===== config.mk =====
export PLATFORM = sky130hd
export DESIGN_NAME = ndre_fifo
export DESIGN_NICKNAME = d
export VERILOG_FILES = /design/src/ndre_pkg.sv /design/src/ndre_fifo.sv
export SDC_FILE = /design/constraint.sdc
export NUM_CORES = 1
export LEC_CHECK = 0
export ABC_AREA = 1
export BUFFER_PORTS_ARGS = -buffer_cell sky130_fd_sc_hd__buf_4
export CORE_UTILIZATION = 55
export DETAILED_ROUTE_END_ITERATION = 8
export HOLD_SLACK_MARGIN = 0.02
export PLACE_DENSITY_LB_ADDON = 0.25
export SLEW_MARGIN = 20
export SYNTH_ARGS = -nofsm -noshare
export SYNTH_HDL_FRONTEND = slang
export SYNTH_SLANG_ARGS = --single-unit

===== constraint.sdc =====
create_clock -name i_clk -period 11.7 [get_ports i_clk]
set_input_delay 1.17 -clock i_clk [delete_from_list [all_inputs] [get_ports i_clk]]
set_output_delay 1.17 -clock i_clk [all_outputs]
set_load 0.02 [all_outputs]

===== src/ndre_pkg.sv =====
// shared types and constants of the run list decoder
// no dependencies
package ndre_pkg;

    localparam int unsigned MAX_FIELD_BYTES = 8;
    localparam int unsigned QUEUE_DEPTH     = 4;
    localparam int unsigned CFG_IDX_W       = 1;
    localparam int unsigned CFG_DATA_W      = 64;

    localparam logic [23:0] CLUSTER_BYTES_RESET = 24'd4096;
    localparam logic [62:0] VOL_BASE_RESET      = 63'd0;

    // configuration register indexes
    localparam logic [CFG_IDX_W-1:0] REG_CLUSTER_BYTES = 1'd0;
    localparam logic [CFG_IDX_W-1:0] REG_VOL_BASE      = 1'd1;

    // result kinds
    localparam logic [2:0] K_EXTENT = 3'd0;
    localparam logic [2:0] K_END    = 3'd1;
    localparam logic [2:0] K_EMPTY  = 3'd2;
    localparam logic [2:0] K_BADHDR = 3'd3;
    localparam logic [2:0] K_TRUNC  = 3'd4;
    localparam logic [2:0] K_NEGCL  = 3'd5;

    // command from parser to extent builder
    typedef struct packed {
        logic        clr;       // logical position restarts at zero
        logic        is_run;    // complete run, else a status
        logic [2:0]  kind;      // status kind
        logic        extent;    // run has offset bytes
        logic        end_flag;  // buffer ended right after this run
        logic [63:0] length;    // run length in clusters
        logic [62:0] lcn;       // cluster number of the run
    } t_cmd;

    // control part of a command as it moves through the back pipeline
    typedef struct packed {
        logic       clr;
        logic       is_run;
        logic [2:0] kind;
        logic       extent;
        logic       end_flag;
    } t_ctl;

endpackage


===== src/ndre_fifo.sv =====
// command queue between parser and extent builder
// depends on ndre_pkg
module ndre_fifo
    import ndre_pkg::*;
#(
    parameter int unsigned DEPTH = QUEUE_DEPTH
)
(
    input  logic i_clk,
    input  logic i_rst_n,
    input  logic i_push,
    input  t_cmd i_cmd,
    output logic o_full,
    input  logic i_pop,
    output logic o_empty,
    output t_cmd o_cmd
);

    localparam int unsigned PTR_W = (DEPTH > 1) ? $clog2(DEPTH) : 1;
    localparam int unsigned CNT_W = $clog2(DEPTH + 1);
    localparam logic [PTR_W-1:0] LAST_PTR = PTR_W'(DEPTH - 1);
    localparam logic [CNT_W-1:0] FULL_CNT = CNT_W'(DEPTH);

    t_cmd             r_mem [DEPTH];
    logic [PTR_W-1:0] r_wr, n_wr;
    logic [PTR_W-1:0] r_rd, n_rd;
    logic [CNT_W-1:0] r_cnt, n_cnt;

    assign o_full  = (r_cnt == FULL_CNT);
    assign o_empty = (r_cnt == '0);
    assign o_cmd   = r_mem[r_rd];

    always_comb begin
        n_wr  = r_wr;
        n_rd  = r_rd;
        n_cnt = r_cnt;
        if (i_push) begin
            n_wr = (r_wr == LAST_PTR) ? '0 : r_wr + 1'b1;
        end
        if (i_pop) begin
            n_rd = (r_rd == LAST_PTR) ? '0 : r_rd + 1'b1;
        end
        if (i_push && !i_pop) begin
            n_cnt = r_cnt + 1'b1;
        end else if (i_pop && !i_push) begin
            n_cnt = r_cnt - 1'b1;
        end
    end

    always_ff @(posedge i_clk) begin
        if (i_push) begin
            r_mem[r_wr] <= i_cmd;
        end
    end

    always_ff @(posedge i_clk) begin
        if (!i_rst_n) begin
            r_wr  <= '0;
            r_rd  <= '0;
            r_cnt <= '0;
        end else begin
            r_wr  <= n_wr;
            r_rd  <= n_rd;
            r_cnt <= n_cnt;
        end
    end

    a_no_overflow: assert property (@(posedge i_clk) disable iff (!i_rst_n)
        i_push |-> (!o_full || i_pop))
        else $error("command queue written while full");

    a_no_underflow: assert property (@(posedge i_clk) disable iff (!i_rst_n)
        i_pop |-> !o_empty)
        else $error("command queue read while empty");

endmodule


== Word level (Yosys, flattened, before mapping) ==
Memories as Yosys holds them, arrays and structs flattened. A register that Yosys moved wholly into a read port is not among the register bits.
Cells that the tools add are included.
Storage, ports and cells
  memories kept: 1
  output and inout port bits: 136
  RAM bits: 536
  flip-flop bits (word level): 7
  input bits: 138
Operators by class
  reductions and logical operators: 6
  eq/ne operators: 3
  add/subtract/negate cells: 4
  muxes and demuxes: 8
Memory list
  r_mem: words 4, bits a word 134, read ports 1, clocked after memory_dff 1, wr ports 1, RTL line ndre_fifo.sv:24  | t_cmd r_mem [DEPTH];
Operator list (number)
  $mux 2: 4
  $mux 3: 2
  $add 2x1->2 const B: 2
  $eq 2x2->1 const B: 2
  $add 3x1->3 const B: 1
  $eq 3x3->1 const B: 1
  $logic_not 3->1: 1
  $sub 3x1->3 const B: 1
  $logic_and 1x1->1: 2
  $logic_not 1->1: 2
  $mux 1: 2
  $reduce_bool 2->1: 1

== Longest topological paths before layout ==
  depth after elaboration: 4
  depth in mapped cells: 10
  mapped depth without buffers: 10

== Least setup slack after synthesis ==
OpenSTA, ideal clock, no wires.
  path type: in2reg
  start: input i_push
  end: memory r_mem[3][0] in the netlist's numbering, enable pin
  cell stages on the path: 2
  setup slack: 7.426 ns
  buffers on the path: 0
  data arrival time: 3.787 ns
  setup time: 0.487 ns
  path through: nand2_1 inv_1
On the way
  word-level cells in the longest chain between the ends: 2
Ends and longest elaborated chain
  start, declared: RTL line ndre_fifo.sv:11  | input logic i_push,
  $mux 1: RTL line ndre_fifo.sv:51  | if (i_push) begin
  $mux 1 (implied by the code): RTL line ndre_fifo.sv:52  | r_mem[r_wr] <= i_cmd;
  end, declared: RTL line ndre_fifo.sv:24
No other way between the ends.

==> impl_metrics.yaml <==
run_status:
  status: "finished, final reports clean"
clock_network:
  insertion_delay_ns: 0.59
  cts_tree: "built"
  cts_repair_resize_count: 0
  clockRootBuffer: "clkbuf_16"
  cts_buffers: 54
  ctsHoldBuffers: 0
  clk_pin_slew_ns: 0.06
  post_cts_buffers: 0
  clock-sinks: 545
  clockBufferDepth: 3
  cts.htree.levels: 2
timing:
  fin_crit_ns: 4.72
  worst_pin_slew_ns: 1.11
  timing.setup.tns_ns: 0
  setup_viol: 0
  slew_viol_final: 0
  hold_viol: 0
  rsz0062_at_grt: "false"
  relSlewSlack: 0.261
  fin_skew_ns: 0.0168
  max_freq_mhz: 212
  finalWorstSetupSlack_ns: 6.98
  min_period_over_period: 0.404
critical_path:
  worstSetupPathType: "reg2out"
  critPathMaxFanout: 167
  critical_path_required_ns: 10.53
  crit_path_end_kind: "primary output"
  cp.arrival_ns: 3.55
  startpoint_type: "flop"
floorplan:
  num_rows: 70
  die_x_um: 194
  die_area_sq_mm: 0.0378
  io-pin-count: 274
  die_height_um: 194
  start_util: 0.557
  core_sq_mm: 0.0365
logic_synthesis:
  ys_seq_elements: 545
  synth_xor_area_frac: 0.000430
  ys_seq_area_frac: 0.799
  synth.area.mux_share: 0
  synth_compound_area_frac: 0.109
  synthSimpleGateAreaFrac: 0.0539
  synthCells: 1355
  yosys_warnings: 0
  syn-mean-instance-area_sq_um: 15.0
  synthesis.area_sq_mm: 0.0204
  synth_cell_types: 23
  synth_top_family_by_area: "compound AO/OA/AOI/OAI gates"
  synth_fa_ha_area_frac: 0.00467
  syn_nets: 1500
global_routing:
  grt_max_degree: 203
  grt_overflow: 0
  grt_pass1_vias: 12000
  antenna_found_initial: 3
  grt_usage: 0.227
  grt_pass1_wl_um: 65900
routing:
  viasPerCell: 5.68
  vias: 12000
  drt_first_iter_violations: 902
  ant_nets: 0
  dr.pass1.iters: 5
  finalWirelength_um: 42800
  detail_route.wl_per_cell_um: 20.2
  drc: 0
place:
  dpl.cell_count: 2015
  globalplace.congestion: 0.740
  placed_area_sq_mm: 0.0225
  dp_slack_ns: 7.63
  dp_hpwl_um: 22400
  io_buffers: 273
power:
  power_density_mw_per_mm2: 187
  ir_worst_vdd_mv: 0.137
  power_leakage_nw: 8.52
layout:
  final_area_sq_mm: 0.0244
  num-nets-final: 1748
  area_growth_pct: 19.7
  drive_gt1_frac: 0.228
  stdcell_count: 2119
flow_run:
  drv_cap: 0
worst_hold_path:
  hold_path.class: "reg2reg"
## sequential cells by signal, indices dropped and copies added, names as in the netlist, named ones only
| name | flops |
|---|---|
| r_cnt | 3 |
| r_mem | 536 |
| r_rd | 2 |
| r_wr | 2 |
## synthesized netlist by cell type
cell type	number	area share
dfxtp_1	9	0.0088
nor3_1	4	0.00098
nand3_1	1	0.00025
clkinv_4	1	0.00043
fa_1	1	0.00098
buf_8	1	0.00074
nand4_1	1	0.00031
clkbuf_1	43	0.0079
inv_1	14	0.0026
edfxtp_1	536	0.79
buf_12	2	0.0020
nand2_1	8	0.0015
o22ai_1	134	0.041
a21oi_1	3	0.00074
nor2_1	276	0.051
inv_8	1	0.00055
buf_4	2	0.00074
buf_6	27	0.015
ha_1	6	0.0037
buf_2	13	0.0032
o21ai_0	213	0.052
xor2_1	1	0.00043
o21ai_1	58	0.014
## per-stage QoR
| stage | util | power (mW) | hold slack, ns |
|---|---|---|---|
| CTS | 0.667 | 4.60 | 0.541 |
| finish | 0.667 | 4.57 | 0.542 |
| global route | 0.667 | 4.71 | 0.577 |
| floorplan | - | 2.59 | 0.490 |
| global placement | 0.616 | 2.80 | 0.505 |
| detailed placement | 0.616 | 2.81 | 0.532 |
## layout by cell type, fill, tap and decap left out, types with 10 or more instances in the layout
cell type	instances
clkbuf_16	54
o21ai_0	213
inv_1	10
edfxtp_1	536
nor2_1	276
buf_4	279
clkinv_2	15
bufinv_16	10
o22ai_1	134
o21ai_1	58
## worst max-delay path, cell delays in order (launching register included)
cell and delay, ns:
dfxtp_4 0.55, inv_8 0.65, buf_4 0.91, o21ai_0 0.23
o22ai_1 0.27, buf_4 0.19
## worst paths after layout
kind                            slack, ns           end  cells past startpoint  startpoint
worst min-delay path                 0.54       r_wr[1]                      2     r_wr[1]
worst max register to register       9.10  r_mem[1][88]                      5     r_wr[1]
worst max-delay path                 6.98    o_cmd[118]                      5        flop
worst min register to register       0.54       r_wr[1]                      2     r_wr[1]
## layer usage
metal	vias up	wire, um	track usage
met5	-	8	0
li1	5634	-	-
met1	5956	17800	0.298
met3	58	3900	0.0680
met4	2	923	0.0758
met2	382	20200	0.364
## logic make-up (layout without fill, tap and decap cells)
group	after synthesis	count (layout)
other	0	2
adders and majority gates	7	7
DFF	545	545
buffers and inverters	104	398
AOI/OAI and AO/OA	408	408
xor gates and xnor gates	1	1
and+or+nand+nor	290	290
## area by class of cell
class / instances / area, sq um
fill: 2561 / 12100
multi-input combinational: 706 / 3410
clock inverter: 38 / 455
timing repair buffer: 280 / 2110
antenna: 2 / 5.00
tap: 468 / 586
inverter: 16 / 92.6
sequential: 545 / 16300
clock buffer: 64 / 1430
## report_power, final
part | internal (mW) | switching [mW] | total, mW
registers | 2.23 | 0.0285 | 2.26
logic | 0.179 | 0.323 | 0.502
clock network | 1.09 | 0.707 | 1.80
total | 3.51 | 1.06 | 4.57
Note: power is estimated with default switching activity, not from simulation.
