**src/ndre_pkg.sv**
```systemverilog
// shared types and constants of the run list decoder
// no dependencies
package ndre_pkg;

    localparam int unsigned MAX_FIELD_BYTES = 8;
    localparam int unsigned QUEUE_DEPTH     = 4;
    localparam int unsigned CFG_IDX_W       = 1;
    localparam int unsigned CFG_DATA_W      = 64;

    localparam logic [23:0] CLUSTER_BYTES_RESET = 24'd4096;
    localparam logic [62:0] VOL_BASE_RESET      = 63'd0;

    // configuration register indexes
    localparam logic [CFG_IDX_W-1:0] REG_CLUSTER_BYTES = 1'd0;
    localparam logic [CFG_IDX_W-1:0] REG_VOL_BASE      = 1'd1;

    // result kinds
    localparam logic [2:0] K_EXTENT = 3'd0;
    localparam logic [2:0] K_END    = 3'd1;
    localparam logic [2:0] K_EMPTY  = 3'd2;
    localparam logic [2:0] K_BADHDR = 3'd3;
    localparam logic [2:0] K_TRUNC  = 3'd4;
    localparam logic [2:0] K_NEGCL  = 3'd5;

    // command from parser to extent builder
    typedef struct packed {
        logic        clr;       // logical position restarts at zero
        logic        is_run;    // complete run, else a status
        logic [2:0]  kind;      // status kind
        logic        extent;    // run has offset bytes
        logic        end_flag;  // buffer ended right after this run
        logic [63:0] length;    // run length in clusters
        logic [62:0] lcn;       // cluster number of the run
    } t_cmd;

    // control part of a command as it moves through the back pipeline
    typedef struct packed {
        logic       clr;
        logic       is_run;
        logic [2:0] kind;
        logic       extent;
        logic       end_flag;
    } t_ctl;

endpackage

```
**src/ndre_front.sv**
```systemverilog
// byte parser: header decode, field gathering, cluster number accumulation
// depends on ndre_pkg
module ndre_front
    import ndre_pkg::*;
(
    input  logic        i_clk,
    input  logic        i_rst_n,
    input  logic        i_valid,
    output logic        o_ready,
    input  logic [7:0]  i_byte,
    input  logic        i_first,
    input  logic        i_last,
    input  logic        i_q_full,
    output logic        o_push,
    output t_cmd        o_cmd
);

    localparam logic [1:0] PH_FINISHED = 2'd0;
    localparam logic [1:0] PH_HEADER   = 2'd1;
    localparam logic [1:0] PH_FIELDS   = 2'd2;
    localparam logic [3:0] MAX_SIZE    = 4'(MAX_FIELD_BYTES);

    logic [1:0]  r_phase, n_phase;
    logic [3:0]  r_ls, n_ls;
    logic [3:0]  r_os, n_os;
    logic [3:0]  r_pos, n_pos;
    logic [63:0] r_len, n_len;
    logic [63:0] r_off, n_off;
    logic [63:0] r_cluster, n_cluster;
    logic        r_any, n_any;
    logic        r_clr, n_clr;

    logic        accept;
    logic [1:0]  eff_phase;
    logic [63:0] eff_cluster;
    logic        eff_any;
    logic        eff_clr;
    logic [3:0]  hdr_ls, hdr_os;
    logic [3:0]  off_pos;
    logic [63:0] len_new, off_new, raw, lcn;
    logic        sign_ext;
    logic        final_byte;
    logic        push;
    t_cmd        cmd;

    assign o_ready = !i_q_full;
    assign accept  = i_valid && o_ready;
    assign hdr_ls  = i_byte[3:0];
    assign hdr_os  = i_byte[7:4];
    assign off_pos = r_pos - r_ls;

    always_comb begin
        eff_phase   = i_first ? PH_HEADER : r_phase;
        eff_cluster = i_first ? 64'd0 : r_cluster;
        eff_any     = i_first ? 1'b0 : r_any;
        eff_clr     = i_first || r_clr;

        // byte lanes of the two little-endian fields
        sign_ext = (r_os != 4'd0) && (r_os < 4'd8) && i_byte[7];
        for (int k = 0; k < 8; k++) begin
            len_new[8*k +: 8] = r_len[8*k +: 8];
            off_new[8*k +: 8] = r_off[8*k +: 8];
            if ((r_pos < r_ls) && (r_pos[2:0] == 3'(k))) begin
                len_new[8*k +: 8] = r_len[8*k +: 8] | i_byte;
            end
            if ((r_pos >= r_ls) && (off_pos[2:0] == 3'(k))) begin
                off_new[8*k +: 8] = r_off[8*k +: 8] | i_byte;
            end
            raw[8*k +: 8] = (sign_ext && (4'(k) >= r_os)) ? 8'hff : off_new[8*k +: 8];
        end
        lcn        = eff_cluster + raw;
        final_byte = (5'(r_pos) + 5'd1) == (5'(r_ls) + 5'(r_os));
    end

    always_comb begin
        n_phase   = r_phase;
        n_ls      = r_ls;
        n_os      = r_os;
        n_pos     = r_pos;
        n_len     = r_len;
        n_off     = r_off;
        n_cluster = r_cluster;
        n_any     = r_any;
        push      = 1'b0;
        cmd.clr      = eff_clr;
        cmd.is_run   = 1'b0;
        cmd.kind     = K_END;
        cmd.extent   = 1'b0;
        cmd.end_flag = 1'b0;
        cmd.length   = len_new;
        cmd.lcn      = lcn[62:0];

        if (accept) begin
            n_phase   = eff_phase;
            n_cluster = eff_cluster;
            n_any     = eff_any;
            case (eff_phase)
                PH_HEADER: begin
                    if (i_byte == 8'd0) begin
                        push     = 1'b1;
                        cmd.kind = eff_any ? K_END : K_EMPTY;
                        n_phase  = PH_FINISHED;
                    end else if (hdr_ls == 4'd0 || hdr_ls > MAX_SIZE || hdr_os > MAX_SIZE) begin
                        push     = 1'b1;
                        cmd.kind = K_BADHDR;
                        n_phase  = PH_FINISHED;
                    end else if (i_last) begin
                        push     = 1'b1;
                        cmd.kind = K_TRUNC;
                        n_phase  = PH_FINISHED;
                    end else begin
                        n_ls    = hdr_ls;
                        n_os    = hdr_os;
                        n_pos   = 4'd0;
                        n_len   = 64'd0;
                        n_off   = 64'd0;
                        n_phase = PH_FIELDS;
                    end
                end
                PH_FIELDS: begin
                    n_len = len_new;
                    n_off = off_new;
                    if (final_byte) begin
                        push = 1'b1;
                        if (lcn[63]) begin
                            cmd.kind = K_NEGCL;
                            n_phase  = PH_FINISHED;
                        end else begin
                            cmd.is_run   = 1'b1;
                            cmd.extent   = (r_os != 4'd0);
                            cmd.end_flag = i_last;
                            n_cluster    = lcn;
                            n_any        = 1'b1;
                            n_phase      = i_last ? PH_FINISHED : PH_HEADER;
                        end
                    end else begin
                        n_pos = r_pos + 4'd1;
                        if (i_last) begin
                            push     = 1'b1;
                            cmd.kind = K_TRUNC;
                            n_phase  = PH_FINISHED;
                        end
                    end
                end
                default: begin
                    // finished: bytes ignored until the next first byte
                end
            endcase
        end
        n_clr = accept ? (eff_clr && !push) : r_clr;
    end

    assign o_push = push;
    assign o_cmd  = cmd;

    always_ff @(posedge i_clk) begin
        if (!i_rst_n) begin
            r_phase   <= PH_FINISHED;
            r_ls      <= 4'd0;
            r_os      <= 4'd0;
            r_pos     <= 4'd0;
            r_len     <= 64'd0;
            r_off     <= 64'd0;
            r_cluster <= 64'd0;
            r_any     <= 1'b0;
            r_clr     <= 1'b0;
        end else begin
            r_phase   <= n_phase;
            r_ls      <= n_ls;
            r_os      <= n_os;
            r_pos     <= n_pos;
            r_len     <= n_len;
            r_off     <= n_off;
            r_cluster <= n_cluster;
            r_any     <= n_any;
            r_clr     <= n_clr;
        end
    end

endmodule

```
**config.mk**
```make
export PLATFORM = sky130hd
export DESIGN_NAME = ndre_front
export DESIGN_NICKNAME = d
export VERILOG_FILES = /design/src/ndre_pkg.sv /design/src/ndre_front.sv
export SDC_FILE = /design/constraint.sdc
export NUM_CORES = 1
export LEC_CHECK = 0
export BUFFER_PORTS_ARGS = -buffer_cell sky130_fd_sc_hd__buf_2
export CAP_MARGIN = 20
export CORE_MARGIN = 4
export CORE_UTILIZATION = 55
export DETAILED_ROUTE_END_ITERATION = 12
export PLACE_DENSITY_LB_ADDON = 0.05
export SLEW_MARGIN = 10
export SYNTH_ARGS = -nofsm -noshare
export SYNTH_HDL_FRONTEND = slang
export SYNTH_SLANG_ARGS = --single-unit
```
**constraint.sdc**
```tcl
create_clock -name i_clk -period 6.5 [get_ports i_clk]
set_input_delay 0.65 -clock i_clk [delete_from_list [all_inputs] [get_ports i_clk]]
set_output_delay 0.65 -clock i_clk [all_outputs]
set_load 0.1 [all_outputs]
```
Word-level counts from Yosys, hierarchy flattened
Cells that the tools add are included.

Output and inout bits: 136. Input port bits: 14. Register bits: 208.

Add/sub/neg operators: 5. Equality and inequality tests: 21. Reductions and logical operators: 42. Order comparisons: 13. Bitwise gates (word level): 19. Mux-type cells: 71.

Operators with widths (count): $mux W64 (7); $pmux W64 S2 (2); $mux W8 (24); $or A8 B8 Y8 (16); $add A64 B64 Y64 (1); $logic_and A1 B1 Y1 (28); $eq A3 B3 Y1 const B (8); $mux W2 (10); $ge A3 B4 Y1 const A (4); $mux W4 (4); $mux W3 (5); $mux W1 (14); $eq A3 B2 Y1 const B (4); $reduce_and A5 Y1 (2); $ge A1 B4 Y1 const A (2); $ge A2 B4 Y1 const A (2); $gt A4 B4 Y1 const B (2); $logic_not A8 Y1 (1); $ne A2 B2 Y1 const B (4); $pmux W4 S2 (1); $eq A3 B1 Y1 const B (2); $logic_not A3 Y1 (2); $mux W6 (1); $pmux W3 S2 (1); other kinds (19) (24).

Logic depth before layout (Yosys ltp)
Depth after elaboration: 10. Gate-level depth with buffers: 25.

Worst setup path before layout
OpenSTA, ideal clock, no wires.

Path type: register to output. Start: reg r_pos[0]. End: out o_cmd[128] (netlist name). Path buffers: 1. Arrival: 7.058 ns. Path slack: -1.208 ns. Cell stages (with the launch flop): 22. Cells stage by stage: dfxtp_1 -> inv_1 -> ha_1 -> inv_1 -> fa_1 -> a21o_1 -> a21oi_2 -> or2_1 -> buf_2 -> nor3_1 -> a211o_1 -> ha_1 -> a21oi_1 -> nor2_1 -> a2111oi_2 -> a21oi_2 -> a31oi_1 -> nor2b_1 -> a41oi_2 -> xnor2_2 -> nor3_4 -> a21boi_0.

RTL lines: start, declared (line ndre_front.sv:26) `logic [3:0] r_pos, n_pos;`; start signal, assigned (line ndre_front.sv:171) `r_pos <= n_pos;`; end, declared (line ndre_front.sv:15) `output t_cmd o_cmd`.

==> summary.txt <==
Status
  • Outcome: completed

Pwr
  • VDD IR-drop max: 195 uV
  • Pleak: 7.40 nW
  • Power Dens Cells: 194 mW/mm^2

Clock network
  • Clock H-tree levels: 1
  • Clock root cell: clkbuf_16
  • TritonCTS Buffers: 25
  • CTS tree: built
  • Clock-pin slew on the worst setup and hold paths: 0.06 ns
  • Worst-case clock buffer depth: 3
  • Clk sinks: 208
  • Clk Latency, worst-skew pair: 0.53 ns
  • Hold_buf cts: 0

Global routing
  • First-pass GRT wire length: 61100 um
  • Number of global-route vias before repair: 11.6k
  • GR Overflow Total: 0
  • Largest net degree at the start of global routing: 64
  • Total GRT Usage: 0.278
  • Antenna violations before repair: 0

Floorplanning
  • Core area: 0.0235 sq mm
  • Die Y: 163 um
  • Initial Utilization: 0.562
  • Die width: 163 um
  • Row count: 56
  • Full die area: 0.0266 sq mm
  • I/O pins: 150

Placed design
  • Pre-CTS setup slack: 0.267 ns
  • GP Congestion: 0.980
  • Dpl hpwl: 27000 um
  • Cells after DPL: 1991
  • Port bufs: 149

Layout
  • Area grow syn2layout: 16.0%
  • Inserted Diodes: 0
  • Nets@finish: 1800
  • Layout cells sized above 1: 0.169
  • Filler-free cell count of the finished design: 2039

Critical path
  • Critical path type: reg2out
  • CP Capture Type: output port
  • Slowest stage cell, crit path: a2111oi_4
  • CP Max Fanout: 8
  • Startpoint type of the worst setup path: register
  • CP Data Required Time: 5.85 ns
  • Slowest stage delay, CP: 0.48 ns
  • Crit-path cells: inv_2 > ha_1 > inv_1 > fa_2 > a21o_1 > a21oi_2 > nand2_1 > nand2_4 > nor3_4 > a21o_1 > ha_2 > fa_2 > a21oi_4 > o21ai_4 > a2111oi_4 > nor2_4 > a32oi_4 > o41ai_4 > a41oi_2 > o21ai_2 > a2111o_1 > nand3_2 > buf_12
  • Worst EP arrival: 5.66 ns
  • Worst R2R Path Depth: 23

Drt
  • DR vias: 12.4k
  • Drt first pass iters: 5
  • Vias/cell: 6.07
  • WL final: 38800 um
  • DRT iter0 DRCs: 1057
  • DRC viols: 0
  • DR WL/cell: 19.0 um
  • Routed Antenna Nets: 0

Timing
  • Slew Limit Fails: 0
  • Period utilisation layout: 0.970
  • Fin Clk Skew: 0.0182 ns
  • Setup Viol. Count Final: 0
  • Worst Slack Setup Final: 0.194 ns
  • Slew HR: 0.262
  • Hold Fails Final Rpt: 0
  • Tightest Pin Transition: 1.10 ns
  • Fin crit period: 6.31 ns
  • Fmax: 0.159 GHz
  • RSZ-0062 raised after global routing: yes

Synthesis
  • EDFF count, synth: 0
  • Xor/xnor cell area share of the yosys netlist: 0.0489
  • Synth warn: 0
  • Synth cell count leaders: dfxtp_1 (208), a21oi_1 (143), nand2_1 (116)
  • Synth top area share: 0.315
  • Simple-Gate Fraction of Synth Area: 0.200
  • Synth area leaders: dfxtp_1 (31%), ha_1 (7.5%), a21oi_1 (5.4%), a21o_1 (5.2%), nor2b_1 (5.0%)
  • Register area share after synthesis: 0.315
  • Netlist cell types: 72
  • Multiplexer share of the synthesized area: 0.00681
  • Compound-Gate Fraction of Synth Area: 0.302
  • Post-synth design cell area: 0.0132 sq mm
  • Area leader, netlist: dfxtp_1
  • Post-synth ARST share: 0
  • Main flop type after synthesis: dfxtp_1
  • Most frequent cell after synthesis: dfxtp_1
  • Syn_nets: 1708
  • Adder-cell area share of the yosys netlist: 0.0793
  • Post-synthesis instance total: 1612
  • Syn Area/Cell: 8.21 sq um
  • Largest family of logic cells by synthesized area: compound AO/OA/AOI/OAI gates
  • #FFs+latches synth: 208

Hold path
  • Hold Path Stages: 1
  • Hold WC Path Type: reg2reg

Run
  • Max-cap violations: 0
placed cells by master (no fill, tap or decap), types with 9 or more instances in the layout:
| cell type | Yosys | routed |
|---|---|---|
| buf_12 | 0 | 10 |
| inv_1 | 31 | 30 |
| a211o_1 | 55 | 55 |
| a211oi_1 | 9 | 9 |
| dfxtp_1 | 208 | 207 |
| nor3_1 | 22 | 21 |
| and3_1 | 13 | 13 |
| nor2_1 | 97 | 94 |
| buf_4 | 2 | 40 |
| a21oi_2 | 4 | 9 |
| a22o_1 | 61 | 61 |
| nand3_1 | 69 | 67 |
| o21bai_1 | 17 | 16 |
| o21ai_0 | 39 | 36 |
| a21boi_0 | 53 | 52 |
| mux2i_1 | 9 | 9 |
| nor2b_1 | 106 | 104 |
| o21ai_1 | 12 | 13 |
| nand2_1 | 116 | 114 |
| buf_2 | 18 | 133 |
| nand4_1 | 23 | 23 |
| a31oi_1 | 35 | 33 |
| xor2_1 | 27 | 27 |
| a21o_1 | 92 | 92 |
| and2_1 | 38 | 36 |
| xnor2_1 | 45 | 44 |
| ha_1 | 79 | 74 |
| clkbuf_16 | 0 | 26 |
| a21oi_1 | 143 | 137 |
stage by stage:
| stage | TNS (ns) | utilization | hold slack (ns) | total power, W | cell area, sq um |
|---|---|---|---|---|---|
| finish | 0 | 0.652 | 0.456 | 0.00298 | 15300 |
| detailed placement | 0 | 0.607 | 0.437 | 0.00161 | 14300 |
| global placement | 0 | 0.607 | 0.436 | 0.00161 | 14300 |
| global route | -0.0901 | 0.652 | 0.480 | 0.00306 | 15300 |
| floorplan | 0 | - | 0.421 | 0.00154 | 13200 |
| CTS | 0 | 0.644 | 0.455 | 0.00299 | 15200 |
final timing paths:
path	from	end	slack [ns]
setup / recovery	r_pos[0]	o_cmd[60]	0.19
hold / removal	r_cluster[63]	r_cluster[63]	0.46
setup reg to reg	r_pos[0]	r_cluster[9]	1.08
hold reg to reg	r_cluster[63]	r_cluster[63]	0.46
layer usage:
| layer | vias to the layer above | GRT usage | routed length (um) |
|---|---|---|---|
| li1 | 6022 | - | - |
| met4 | 0 | 0.0606 | 720 |
| met2 | 392 | 0.451 | 17800 |
| met5 | - | 0 | 0 |
| met1 | 5909 | 0.398 | 18100 |
| met3 | 54 | 0.0338 | 2200 |
power by group:
group | total [W] | switching (W) | internal, W
combinational | 0.000315 | 0.000248 | 0.0000672
sequential | 0.00128 | 0.00000124 | 0.00128
clock | 0.00138 | 0.000552 | 0.000832
total | 0.00298 | 0.000801 | 0.00218
registers in the layout, indices dropped and copies added (netlist names):
register,count
r_any,1
r_clr,1
r_cluster,64
r_len,64
r_ls,4
r_off,64
r_os,4
r_phase,2
r_pos,4
layout make-up:
type,instances,area (sq um)
clock buffers,38,754
flip-flops and latches,208,4170
repair buffers,187,1210
fillers,2123,8200
multi-input cells,1251,8640
clock inverters,5,53.8
well taps,319,399
inverters,31,116
cell families after synthesis:
logic type,Yosys count
compound gates,568
simple gates,519
flops,208
buf+inv,153
fa+ha+maj,82
xor+xnor,73
mux,9
repair_timing:
item,4_1_cts,5_1_grt
endpoints found under the setup margin,22,28
pin swaps,3,11
gates resized for setup,10,41
setup buffers,1,4
worst max-delay path, delay by kind of cell (launching register included):
kind                       cells  cell delay, ns
DFF                            1            0.35
and+or+nand+nor                5            0.54
buffers and inverters          3            0.31
AOI/OAI and AO/OA             11            2.78
adders and majority gates      4            1.11
(Power assumes the default switching activity.)
